File: src/hdl/rrb_pkg.sv
`timescale 1ns / 1ps
// ----------------------------------------------------------------------------
// rrb_pkg
// Shared types and constants of the rounded rectangle border coverage block.
// ----------------------------------------------------------------------------
package rrb_pkg;

  // configuration register set
  typedef struct packed {
    logic [23:0] border_color;
    logic [6:0]  line_thickness;
    logic [11:0] corner_radius;
    logic [12:0] frame_height;
    logic [12:0] frame_width;
  } cfg_t;

  // register indexes (byte address 4*index)
  localparam logic [2:0] REG_FRAME_WIDTH    = 3'd0;
  localparam logic [2:0] REG_FRAME_HEIGHT   = 3'd1;
  localparam logic [2:0] REG_CORNER_RADIUS  = 3'd2;
  localparam logic [2:0] REG_LINE_THICKNESS = 3'd3;
  localparam logic [2:0] REG_BORDER_COLOR   = 3'd4;

  // reset values
  localparam logic [12:0] RST_FRAME_WIDTH    = 13'd300;
  localparam logic [12:0] RST_FRAME_HEIGHT   = 13'd96;
  localparam logic [11:0] RST_CORNER_RADIUS  = 12'd8;
  localparam logic [6:0]  RST_LINE_THICKNESS = 7'd1;
  localparam logic [23:0] RST_BORDER_COLOR   = 24'd0;

endpackage

File: src/hdl/rrb_back.sv
`timescale 1ns / 1ps
// ----------------------------------------------------------------------------
// rrb_back
// Root rounding, coverage clamp and premultiplied colour, two stages.
// ----------------------------------------------------------------------------
module rrb_back #(
  parameter int FRAC_BITS = 8,
  parameter int ROOT_BITS = 23
) (
  input  logic                 clk,
  input  logic                 rst_n,
  input  rrb_pkg::cfg_t        cfg,
  input  logic                 valid_i,
  output logic                 ready_o,
  input  logic [ROOT_BITS+1:0] rem_i,
  input  logic [ROOT_BITS-1:0] root_i,
  output logic                 out_valid,
  input  logic                 out_ready,
  output logic [31:0]          pixel_argb,
  output logic                 covered
);

  localparam int REM_BITS = ROOT_BITS + 2;
  localparam int LEN_BITS = ROOT_BITS + 1;
  localparam int DW = ((LEN_BITS > 12 + FRAC_BITS) ? LEN_BITS : 12 + FRAC_BITS) + 2;
  localparam int COV_BITS = FRAC_BITS + 1;
  localparam logic signed [DW-1:0] ONE = DW'(1) << FRAC_BITS;

  logic vd_r, ve_r, rdy_d, rdy_e;
  logic [COV_BITS-1:0] cov_r, cov_nxt;
  logic                hit_r, hit_nxt;
  logic [31:0]         argb_r, argb_nxt;
  logic                cov_out_r;
  logic [LEN_BITS-1:0] len;
  logic                rnd;
  logic [7:0]          tp1;
  logic signed [DW-1:0] sdist, adist, half_w, cov;

  // (v * cov + half) >> FRAC_BITS
  function automatic logic [7:0] scale(input logic [7:0] v, input logic [COV_BITS-1:0] c);
    logic [COV_BITS+8:0] p;
    p = (COV_BITS + 9)'(v * c) + (COV_BITS + 9)'(1 << (FRAC_BITS - 1));
    return p[FRAC_BITS +: 8];
  endfunction

  assign rdy_e      = !ve_r || out_ready;
  assign rdy_d      = !vd_r || rdy_e;
  assign ready_o    = rdy_d;
  assign out_valid  = ve_r;
  assign pixel_argb = argb_r;
  assign covered    = cov_out_r;

  // rounded length, distance to the outline and clamped coverage
  always_comb begin
    rnd    = rem_i > REM_BITS'(root_i);
    len    = LEN_BITS'(root_i) + LEN_BITS'(rnd);
    sdist  = $signed(DW'(len)) - $signed(DW'({cfg.corner_radius, {FRAC_BITS{1'b0}}}));
    adist  = (sdist < 0) ? -sdist : sdist;
    tp1    = {1'b0, cfg.line_thickness} + 8'd1;
    half_w = $signed(DW'({tp1, {(FRAC_BITS - 1){1'b0}}}));
    cov    = half_w - adist;
    hit_nxt = cov > 0;
    cov_nxt = (cov > ONE) ? ONE[COV_BITS-1:0] : cov[COV_BITS-1:0];
  end

  // premultiplied output word
  always_comb begin
    if (hit_r) begin
      argb_nxt = {scale(8'hFF, cov_r),
                  scale(cfg.border_color[7:0], cov_r),
                  scale(cfg.border_color[15:8], cov_r),
                  scale(cfg.border_color[23:16], cov_r)};
    end else begin
      argb_nxt = '0;
    end
  end

  // control
  always_ff @(posedge clk) begin
    if (!rst_n) begin
      vd_r <= 1'b0;
      ve_r <= 1'b0;
    end else begin
      if (rdy_d) vd_r <= valid_i;
      if (rdy_e) ve_r <= vd_r;
    end
  end

  // payload
  always_ff @(posedge clk) begin
    if (rdy_d && valid_i) begin
      cov_r <= cov_nxt;
      hit_r <= hit_nxt;
    end
    if (rdy_e && vd_r) begin
      argb_r    <= argb_nxt;
      cov_out_r <= hit_r;
    end
  end

endmodule

File: config.mk
export PLATFORM = sky130hd
export DESIGN_NAME = rrb_back
export DESIGN_NICKNAME = d
export VERILOG_FILES = /design/src/hdl/rrb_pkg.sv /design/src/hdl/rrb_back.sv
export SDC_FILE = /design/constraint.sdc
export NUM_CORES = 1
export LEC_CHECK = 0
export BUFFER_PORTS_ARGS = -buffer_cell sky130_fd_sc_hd__buf_2
export CORE_UTILIZATION = 40
export DETAILED_ROUTE_END_ITERATION = 7
export SLEW_MARGIN = 10
export SYNTH_ARGS = -nofsm -noshare
export SYNTH_HDL_FRONTEND = slang
export SYNTH_SLANG_ARGS = --single-unit
File: constraint.sdc
create_clock -name clk -period 10.1 [get_ports clk]
set_input_delay 1.01 -clock clk [delete_from_list [all_inputs] [get_ports clk]]
set_output_delay 1.01 -clock clk [all_outputs]
set_load 0.01 [all_outputs]
==> results.md, run 1 <==
* Clk_lat worst skew at 0.31 ns
* Worst stage delay on the critical path at 0.50 ns
* Drt total wl at 29,340 microns
* Library cell contributing the largest single delay on the critical path: sky130_fd_sc_hd__a211oi_1
* Depth of the worst register-to-register path at 17
* Proportion of synthesized area in mux cells at 0.003870
* Category of the worst setup path launch point: input port
* Worst Hold Margin at 0.5267 ns
* Count of buffers from port buffering at 129
* Area of the multi-input gates at 10,720 sq um
* Final core area utilization at 0.4463
* Maximum level of the CTS H-tree at 2
* Share of layout cells above drive strength 1 at 0.1007
* Largest family of logic cells by synthesized area: adder cells
* Area of the mapped netlist at 13,250 sq um
* Worst-path maximum fanout at 8
* Endpoint class of the critical path: flip-flop
* Xor and xnor fraction of the mapped netlist area at 0.05749
* Total of warnings raised by yosys at 0
* Simple-gate share of the synthesized area at 0.1813
* Data arrival time at the worst-slack endpoint at 8.61 ns
* N_diodes at 0
* Die Width at 184.0 microns
* Non-filler cells, final at 2,081
* Placed wire-length estimate after detailed placement at 24,090 microns
* Critical path start-end classification: in -> reg
* Number of vias per cell after detailed routing at 5.075
* Total number of nets in the final design at 2,132
* Max_slew headroom at 0.2550
* Cell with the most instances on the worst path: sky130_fd_sc_hd__o21a_1
* Hold Path Class: reg -> reg
* Die footprint at 33,870 sq um
* Overflow left after global routing at 0
* Number of synthesized flops with an enable pin at 43
* Global-route wire length before repair at 50,230 microns
* Clock buffers created by TritonCTS at 5
* Number of hold-repair buffers added at the cts stage at 0
* Instance area after placement at 14,360 sq um
* Antenna violations before repair at 0
* Cells after synthesis at 1,538
* Max Clock Freq at 118.1 MHz
* Number of global-route vias before repair at 10,800
* Placeable core region at 32,540 sq um
* Final design area excluding fillers at 14,520 sq um
* Clk slew on worst S/H paths at 0.07 ns
* Largest clock skew in the final design at 0.005364 ns
* Final setup fails at 0
* GPL Wtd Cong at 0.8603
* Pre-CTS setup slack at 1.309 ns
* Number of register bits inferred by synthesis at 45
* Worst IR drop on VDD at 238.8 uV
* Vertical die dimension at 184.0 microns
* Initial core utilization at 0.4074
* Post-synthesis share of cell area spent on full adders, half adders and majority gates at 0.4388
* Number of nets still failing antenna checks after routing at 0
* Outcome: finished clean
* Area fraction in compound gates after synthesis at 0.1265
* Fin crit period at 8.470 ns
* Seq. cell area at 1331 sq um
* Global-route usage over all layers at 0.1830
* Count of routing violations after the opening detailed-route iteration at 550
* Total number of placement rows at 66
* Power per unit of standard cell area at 286.8 nW/um^2
* First-pass iteration count of the detailed router at 5
* Buffers inserted during post-CTS setup optimization at 0
* Max-cap viol count at 0
* Layout fillers at 3,270
* Nets in the synthesized netlist at 2,032
* Root buffer cell: sky130_fd_sc_hd__clkbuf_16
* Final setup margin at 1.630 ns
* Clock tree from TritonCTS: done
* Final Hold Violating Endpoints at 0
* Design Power at 4.165 mW
* Cell count of the worst hold path at 1
* Setup repair after global routing missed its margin: no
* Final Slew Violations at 0
* Maximum number of pins on one net before global-route repair at 34
* IO Count at 156
* Portion of the clock cycle consumed by the worst path in the final layout at 0.8386
* Syn-to-layout area delta at 9.563%
* Slew of the pin with the lowest slew margin at 1.115 ns
* Mean area per synthesized cell at 8.618 sq um
* Maximum clock path buffer count at 2
* Sink Count at 45
* Post-synthesis sequential area ratio at 0.1004
* Cell count after placement at 2,073
* Detailed-route via count at 10,560
* Critical Path RT at 10.24 ns
* Ys flop type: sky130_fd_sc_hd__edfxtp_1
* Post-synth ARST share at 0
* Static Leak at 7.394 nW
* Wire length per cell at 14.10 microns
* Final total negative setup slack at 0 ns
* Number of distinct standard cells referenced by the synthesized netlist at 77
* Post-CTS resize count at 0
* DR DRC count at 0
## cells in the mapped netlist (3+ instances only)
library cell	instances	area share
sky130_fd_sc_hd__nand4_1	15	0.0071
sky130_fd_sc_hd__a221o_1	5	0.0038
sky130_fd_sc_hd__nor4_1	6	0.0028
sky130_fd_sc_hd__edfxtp_1	43	0.097
sky130_fd_sc_hd__clkbuf_1	42	0.012
sky130_fd_sc_hd__nand3_1	16	0.0060
sky130_fd_sc_hd__o21ai_0	37	0.014
sky130_fd_sc_hd__or2_2	3	0.0014
sky130_fd_sc_hd__a21oi_1	67	0.025
sky130_fd_sc_hd__nor2b_1	17	0.0080
sky130_fd_sc_hd__a21o_1	29	0.016
sky130_fd_sc_hd__and2_1	137	0.065
sky130_fd_sc_hd__a211oi_1	10	0.0057
sky130_fd_sc_hd__a211o_1	3	0.0020
sky130_fd_sc_hd__nand2b_1	9	0.0042
sky130_fd_sc_hd__and3b_1	3	0.0020
sky130_fd_sc_hd__and4_1	4	0.0026
sky130_fd_sc_hd__o21a_1	14	0.0079
sky130_fd_sc_hd__or3_1	7	0.0033
sky130_fd_sc_hd__a221oi_1	4	0.0026
sky130_fd_sc_hd__fa_1	153	0.23
sky130_fd_sc_hd__xnor2_1	71	0.047
sky130_fd_sc_hd__o41ai_1	3	0.0020
sky130_fd_sc_hd__and3_1	18	0.0085
sky130_fd_sc_hd__nor3_1	15	0.0057
sky130_fd_sc_hd__nor2_1	56	0.016
sky130_fd_sc_hd__a31oi_1	8	0.0038
sky130_fd_sc_hd__o21ai_1	4	0.0015
sky130_fd_sc_hd__buf_2	5	0.0019
sky130_fd_sc_hd__o2bb2ai_1	3	0.0020
sky130_fd_sc_hd__ha_1	220	0.21
sky130_fd_sc_hd__inv_1	275	0.078
sky130_fd_sc_hd__a22oi_1	3	0.0017
sky130_fd_sc_hd__xor2_1	16	0.011
sky130_fd_sc_hd__o31ai_1	3	0.0017
sky130_fd_sc_hd__mux2i_1	4	0.0030
sky130_fd_sc_hd__nand2_1	143	0.040
sky130_fd_sc_hd__o21bai_1	16	0.0091
## worst max-delay path, delay by kind of cell
| kind | cells | cell delay [ns] |
|---|---|---|
| compound gates | 23 | 4.76 |
| mux | 1 | 0.31 |
| xor+xnor | 2 | 0.53 |
| simple gates | 3 | 0.59 |
| fa+ha+maj | 4 | 1.10 |
| buf+inv | 4 | 0.32 |
## layer usage
layer / track usage / part of all wire / vias up
met2: 0.3362 / 0.50 / 201
met4: 0.05000 / 0.018 / 0
li1: - / - / 5265
met5: 0 / 0 / -
met1: 0.2276 / 0.44 / 5067
met3: 0.01525 / 0.036 / 29
## kinds of logic (layout without fill, tap and decap cells)
logic type / count (synthesis) / after routing
buf+inv: 322 / 423
compound gates: 245 / 245
mux: 5 / 5
flops: 45 / 45
xor+xnor: 87 / 87
fa+ha+maj: 373 / 373
simple gates: 461 / 461
## layout make-up
class | instances | area share
Inverter | 275 | 0.07108
Sequential cell | 45 | 0.09168
Tap cell | 442 | 0.03808
Timing Repair Buffer | 140 | 0.05015
Clock inverter | 1 | 0.0006031
Clock buffer | 7 | 0.01051
Multi-Input combinational cell | 1171 | 0.7379
## final timing paths
check / start / endpoint / slack, ns
worst min register to register: vd_r / out_valid / 0.53
worst max-delay path: root_i[1] / cov_r[5] / 1.63
worst max register to register: cov_r[7] / pixel_argb[23] / 4.65
worst min-delay path: vd_r / out_valid / 0.53
## sequential cells by signal, indices dropped and copies added (netlist names)
signal / count
hit_r: 1
cov_r: 9
pixel_argb: 32
out_valid: 1
covered: 1
vd_r: 1
## power by group
part | internal, mW | switching (mW) | total (mW)
clock network | 0.106 | 0.0789 | 0.185
registers | 0.356 | 0.0223 | 0.378
logic | 1.68 | 1.92 | 3.60
## placed cells by master, fill, tap and decap left out, types with 18 or more instances in the layout
cell type / netlist / layout
sky130_fd_sc_hd__inv_1: 275 / 275
sky130_fd_sc_hd__ha_1: 220 / 220
sky130_fd_sc_hd__fa_1: 153 / 153
sky130_fd_sc_hd__nand2_1: 143 / 143
sky130_fd_sc_hd__and2_1: 137 / 137
sky130_fd_sc_hd__buf_2: 5 / 129
sky130_fd_sc_hd__xnor2_1: 71 / 71
sky130_fd_sc_hd__a21oi_1: 67 / 67
sky130_fd_sc_hd__nor2_1: 56 / 56
sky130_fd_sc_hd__edfxtp_1: 43 / 43
sky130_fd_sc_hd__o21ai_0: 37 / 37
sky130_fd_sc_hd__a21o_1: 29 / 29
sky130_fd_sc_hd__and3_1: 18 / 18
Note: power is estimated with default switching activity, not from simulation.
==> run 2, diff against run 1 <==
- clock period: 10.1 -> 7.61 ns (I/O delays scaled with it)
==> run 2 against run 1 <==
Sequential cell count unchanged. Wire length increased by 3.4%. Clock skew grew 0.0065 ns. Sequential share of layout area shrank 0.37 points. Register-to-register slack got worse by 2.9 ns. First-iteration DRC count shrank 27%. Critical endpoint is now cov_r[4]. Largest cell class unchanged. Largest power group unchanged. Highest routed layer unchanged.
==> results.md, run 2 (synthesis gave the netlist of run 1 again) <==
* Data arrival time at the worst-slack endpoint at 7.18 ns (-1.43 ns)
* Most common library cell in the layout ignoring fill and taps: sky130_fd_sc_hd__inv_1
* Critical Path Stages at 37 (unchanged)
* Count of buffers from port buffering at 129 (unchanged)
* Max FFs per register at 32 (unchanged)
* Crit path launch: root_i[1]
* Max-cap viol count at 0 (unchanged)
* Syn-to-layout area delta at 14.17%
* Final setup fails at 0 (unchanged)
* Final Slew Violations at 0 (unchanged)
* Total number of nets in the final design at 2,197 (+3.0%)
* Initial core utilization at 0.4074 (unchanged)
* Category of the worst setup path launch point: input port
* Maximum level of the CTS H-tree at 2 (unchanged)
* Clk slew on worst S/H paths at 0.07 ns (about the same)
* Total number of placement rows at 66 (unchanged)
* Wire length per cell at 14.14 microns (+0.26%)
* Maximum number of pins on one net before global-route repair at 34 (unchanged)
* Sink Count at 45 (unchanged)
* Pre-CTS setup slack at -0.3093 ns (-1.618 ns)
* Worst stage delay on the critical path at 0.37 ns (-0.13 ns)
* Worst Setup EP: cov_r[4]
* Hold Path Class: reg -> reg
* Worst flop-to-flop path endpoint: pixel_argb[23]
* Largest clock skew in the final design at 0.01186 ns (+0.006496 ns)
* Final setup margin at 0.4875 ns (-1.143 ns)
* Root buffer cell: sky130_fd_sc_hd__clkbuf_16
* Clock buffers created by TritonCTS at 5 (unchanged)
* Fin crit period at 7.122 ns
* Clk_lat worst skew at 0.32 ns (about the same)
* Endpoint class of the critical path: flip-flop
* Static Leak at 7.729 nW (+4.5%)
* Power per unit of standard cell area at 376.7 nW/um^2 (+31%)
* Placed wire-length estimate after detailed placement at 25,270 microns (+4.9%)
* Cell with the most instances on the worst path: sky130_fd_sc_hd__o21a_1
* Family with the most delay on the worst path: compound AO/OA/AOI/OAI gates
* Number of hold-repair buffers added at the cts stage at 0 (unchanged)
* Placeable core region at 32,540 sq um (unchanged)
* Number of global-route vias before repair at 11,060 (+2.4%)
* Most used cells in the layout excluding fill and tap cells: sky130_fd_sc_hd__inv_1 (275), sky130_fd_sc_hd__ha_1 (220), sky130_fd_sc_hd__fa_1 (153)
* Global-route usage over all layers at 0.1891 (+0.006102)
* Slew of the pin with the lowest slew margin at 1.205 ns (+0.08981 ns)
* Critical Path RT at 7.67 ns (-2.57 ns)
* GPL Wtd Cong at 0.8599 (about the same)
* Maximum clock path buffer count at 2 (unchanged)
* Overflow left after global routing at 0 (unchanged)
* Outcome: finished clean
* DR DRC count at 0 (unchanged)
* IO Count at 156 (unchanged)
* Portion of the clock cycle consumed by the worst path in the final layout at 0.9359
* Detailed-route via count at 10,780 (+2.1%)
* Worst-path maximum fanout at 8 (unchanged)
* Worst path buffer plus inverter count at 5 (+1)
* Max Clock Freq at 140.4 MHz
* Count of routing violations after the opening detailed-route iteration at 401 (-27%)
* Antenna violations before repair at 0 (unchanged)
* Worst IR drop on VDD at 330.5 uV (+38%)
* First-pass iteration count of the detailed router at 7 (+2)
* Critical path start-end classification: in -> reg
* Number of vias per cell after detailed routing at 5.023 (-1.0%)
* Startpoint of the worst-slack reg-to-reg timing path: cov_r[3]
* R2r setup slk at 1.74 ns (-2.91 ns)
* Final Hold Violating Endpoints at 0 (unchanged)
* Clock tree from TritonCTS: done
* N_diodes at 0 (unchanged)
* Library cell contributing the largest single delay on the critical path: sky130_fd_sc_hd__a311o_1
* Worst Hold Margin at 0.5328 ns (+0.006108 ns)
* Die footprint at 33,870 sq um (unchanged)
* Drt total wl at 30,340 microns (+3.4%)
* Share of layout cells above drive strength 1 at 0.1461 (+0.04546)
* Max_slew headroom at 0.1967 (-0.05830)
* Vertical die dimension at 184.0 microns (unchanged)
* Cell count of the worst hold path at 1 (unchanged)
* Depth of the worst register-to-register path at 18 (+1)
* Number of nets still failing antenna checks after routing at 0 (unchanged)
* Die Width at 184.0 microns (unchanged)
* Global-route wire length before repair at 51,930 microns (+3.4%)
[run 2: routing by layer]
layer / vias to the layer above / part of all wire / track usage
met4: 0 / 0.015 / 0.04833
met1: 5186 / 0.45 / 0.2364
li1: 5395 / - / -
met5: - / 0 / 0
met3: 25 / 0.023 / 0.01090
met2: 174 / 0.51 / 0.3511
[run 2: layout make-up]
| type | instances | area (sq um) |
|---|---|---|
| Fill cell | 3242 | 17400 |
| Inverter | 275 | 1032 |
| Tap cell | 442 | 553.0 |
| Clock buffer | 5 | 125.1 |
| Sequential cell | 45 | 1331 |
| Clock inverter | 3 | 28.78 |
| Timing Repair Buffer | 205 | 1216 |
| Multi-Input combinational cell | 1171 | 10850 |
[run 2: through the flow]
stage               setup TNS [ns]  cells  power, mW  instance area [sq um]    util
global placement           -0.8279   2137      5.343                  14840  0.4561
global route              -0.01143   2146      6.508                  15130  0.4651
floorplan                        0   1538      4.359                  13250       -
finish                           0   2146      5.700                  15130  0.4651
detailed placement          -2.457   2137      5.504                  14840  0.4561
CTS                              0   2145      5.801                  14990  0.4609
[run 2: how the worst min path moves through the flow]
stage	endpoint	start
6_report	out_valid	vd_r
5_1_grt	out_valid	vd_r
4_1_cts	out_valid	vd_r
3_5_place_dp	out_valid	vd_r
3_3_place_gp	out_valid	vd_r
2_1_floorplan	out_valid	vd_r
[run 2: repair_timing]
action | 4_1_cts | 5_1_grt
setup endpoints to repair | 0 | 10
resized for setup | 0 | 25
buffers inserted | 0 | 1
[run 2: worst register-to-register path: cells and delay by family, from the launching register on]
family / cells / cell delay, ns
xor gates and xnor gates: 1 / 0.15
AOI/OAI and AO/OA: 8 / 1.71
adders and majority gates: 5 / 2.06
DFF: 1 / 1.16
and+or+nand+nor: 2 / 0.46
buffers and inverters: 2 / 0.10
[run 2: report_power, final]
group	internal [mW]	switching, mW
logic	2.34	2.58
clock network	0.127	0.120
registers	0.472	0.0621
total	2.94	2.76
==> run 3, diff against run 2 <==
- BUFFER_PORTS_ARGS: -buffer_cell sky130_fd_sc_hd__buf_2 -> -buffer_cell sky130_fd_sc_hd__clkbuf_2
- CORE_ASPECT_RATIO: not set -> 0.9
==> run 3 against run 2 <==
Die area about the same. Clock power up 2%. Sequential share of layout area about the same. Power down 1.0%. Sequential cell count unchanged. Critical path type unchanged. Critical endpoint is now cov_r[6].
==> results.md, run 3 (synthesis gave the netlist of run 1 again) <==
* Initial core utilization at 0.4107 (+0.003348)
* Critical Path Stages at 36 (-2.7%)
* Die footprint at 33,870 sq um (about the same)
* Pre-CTS setup slack at -0.1821 ns (+0.1272 ns)
* Largest clock skew in the final design at 0.01719 ns (+0.005327 ns)
* Maximum clock path buffer count at 2 (unchanged)
* Data arrival time at the worst-slack endpoint at 7.25 ns (+0.07 ns)
* Most common library cell in the layout ignoring fill and taps: sky130_fd_sc_hd__inv_1
* Number of hold-repair buffers added at the cts stage at 0 (unchanged)
* Instance area after placement at 14,830 sq um (about the same)
* Worst IR drop on VDD at 448.8 uV (+36%)
* Max-cap viol count at 0 (unchanged)
* Antenna violations before repair at 0 (unchanged)
* Library cell contributing the largest single delay on the critical path: sky130_fd_sc_hd__or4b_4
* Final Hold Violating Endpoints at 0 (unchanged)
* Placed wire-length estimate after detailed placement at 25,650 microns (+1.5%)
* Clock buffers created by TritonCTS at 5 (unchanged)
* Maximum number of pins on one net before global-route repair at 34 (unchanged)
* Seq. cell area at 1331 sq um (unchanged)
* GPL Wtd Cong at 0.8774 (+2.0%)
* Max_slew headroom at 0.3501 (+0.1534)
* Count of buffers from port buffering at 129 (unchanged)
* N_diodes at 0 (unchanged)
* Critical Path RT at 7.66 ns (about the same)
* Endpoint class of the critical path: flip-flop
* Placeable core region at 32,270 sq um (-0.82%)
* R2r setup slk at 1.77 ns (+0.03 ns)
* Area of the multi-input gates at 10,830 sq um (-0.10%)
* Cell count of the worst hold path at 1 (unchanged)
* Final Slew Violations at 0 (unchanged)
* Final design area excluding fillers at 15,160 sq um (+0.16%)
* Number of nets still failing antenna checks after routing at 0 (unchanged)
* Drt total wl at 31,010 microns (+2.2%)
* Count of routing violations after the opening detailed-route iteration at 509 (+27%)
* Most used cells in the layout excluding fill and tap cells: sky130_fd_sc_hd__inv_1 (275), sky130_fd_sc_hd__ha_1 (219), sky130_fd_sc_hd__fa_1 (153)
* Category of the worst setup path launch point: input port
* Worst path buffer plus inverter count at 3 (-2)
* Number of global-route vias before repair at 10,780 (-2.6%)
* Portion of the clock cycle consumed by the worst path in the final layout at 0.9463 (+0.01040)
* Maximum level of the CTS H-tree at 2 (unchanged)
* Critical path start-end classification: in -> reg
* Startpoint of the worst-slack reg-to-reg timing path: cov_r[3]
* Hold Path Class: reg -> reg
* Root buffer cell: sky130_fd_sc_hd__clkbuf_16
* Cell with the most instances on the worst path: sky130_fd_sc_hd__o21a_1
* Non-filler cells, final at 2,129 (-0.79%)
* DR DRC count at 0 (unchanged)
* Wire length per cell at 14.56 microns (+3.0%)
* Power per unit of standard cell area at 372.3 nW/um^2 (-1.2%)
* Detailed-route via count at 10,850 (+0.66%)
* Fin crit period at 7.202 ns (+0.07915 ns)
* Worst-path maximum fanout at 8 (unchanged)
* Number of vias per cell after detailed routing at 5.097 (+1.5%)
* Static Leak at 7.800 nW (+0.92%)
* Clk slew on worst S/H paths at 0.07 ns (about the same)
* Die Width at 193.9 microns (+5.3%)
* Family with the most delay on the worst path: compound AO/OA/AOI/OAI gates
* Slew of the pin with the lowest slew margin at 0.9749 ns (-0.2301 ns)
* Sink Count at 45 (unchanged)
* Final setup margin at 0.4084 ns (-0.07915 ns)
* Overflow left after global routing at 0 (unchanged)
* Global-route usage over all layers at 0.1890 (about the same)
* Crit path launch: root_i[1]
* Outcome: finished clean
* Final setup fails at 0 (unchanged)
* Startpoint of the most critical hold path: vd_r
* Vertical die dimension at 174.7 microns (-5.1%)
* IO Count at 156 (unchanged)
* Total number of nets in the final design at 2,206 (+0.41%)
* Depth of the worst register-to-register path at 18 (unchanged)
* Max FFs per register at 32 (unchanged)
* Syn-to-layout area delta at 14.35%
* Global-route wire length before repair at 52,270 microns (+0.65%)
* First-pass iteration count of the detailed router at 5 (-2)
* Worst stage delay on the critical path at 0.51 ns (+0.14 ns)
* Total number of placement rows at 62 (-6.1%)
* Layout fillers at 3,196 (-1.4%)
* Clk_lat worst skew at 0.32 ns (about the same)
* Cell count after placement at 2,114 (-1.1%)
* Max Clock Freq at 138.9 MHz (-1.1%)
* Share of layout cells above drive strength 1 at 0.1512 (+0.005070)
* Clock tree from TritonCTS: done
run 3: cell count changes in the layout (fill, tap and decap cells not counted), moves of 2 or more:
| cell | change |
|---|---|
| sky130_fd_sc_hd__buf_2 | -129 |
| sky130_fd_sc_hd__clkbuf_2 | +129 |
| sky130_fd_sc_hd__buf_4 | +9 |
| sky130_fd_sc_hd__a21oi_2 | +2 |
run 3: final timing paths:
check	to
min reg2reg	out_valid
max reg2reg	pixel_argb[23]
min	out_valid
max	cov_r[6]
run 3: where the power goes:
| part | leakage, nW | internal, mW | switching [mW] |
|---|---|---|---|
| Clock | 0.0767 | 0.127 | 0.126 |
| Combinational | 7.30 | 2.33 | 2.51 |
| Sequential | 0.427 | 0.474 | 0.0814 |
run 3: final cells by class:
class | count | area share
Clock inverter | 3 | 0.001899
Timing Repair Buffer | 214 | 0.08470
Sequential cell | 45 | 0.08784
Multi-Input combinational cell | 1171 | 0.7148
Tap cell | 416 | 0.03434
Clock buffer | 5 | 0.008256
Inverter | 275 | 0.06811
run 3: routing by layer:
metal | vias up | track usage | wire length, microns
met4 | 0 | 0.03208 | 214
met2 | 199 | 0.3141 | 14120
met1 | 5209 | 0.2710 | 15460
met5 | - | 0 | 0
met3 | 11 | 0.01602 | 1209
li1 | 5432 | - | -
run 3: per-stage QoR:
stage	power (mW)	setup TNS [ns]	hold slack, ns	util
6_report	5.643	0	0.5314	0.4696
5_1_grt	6.499	-0.2062	0.5677	0.4696
4_1_cts	5.730	0	0.5357	0.4643
3_5_place_dp	5.424	-1.464	0.5086	0.4596
3_3_place_gp	5.320	-0.3843	0.5103	0.4596
2_1_floorplan	4.359	0	0.4768	-
run 3: timing repair:
action	CTS	global route
gates resized for setup	0	25
setup endpoints to repair	0	10
setup buffers	0	7
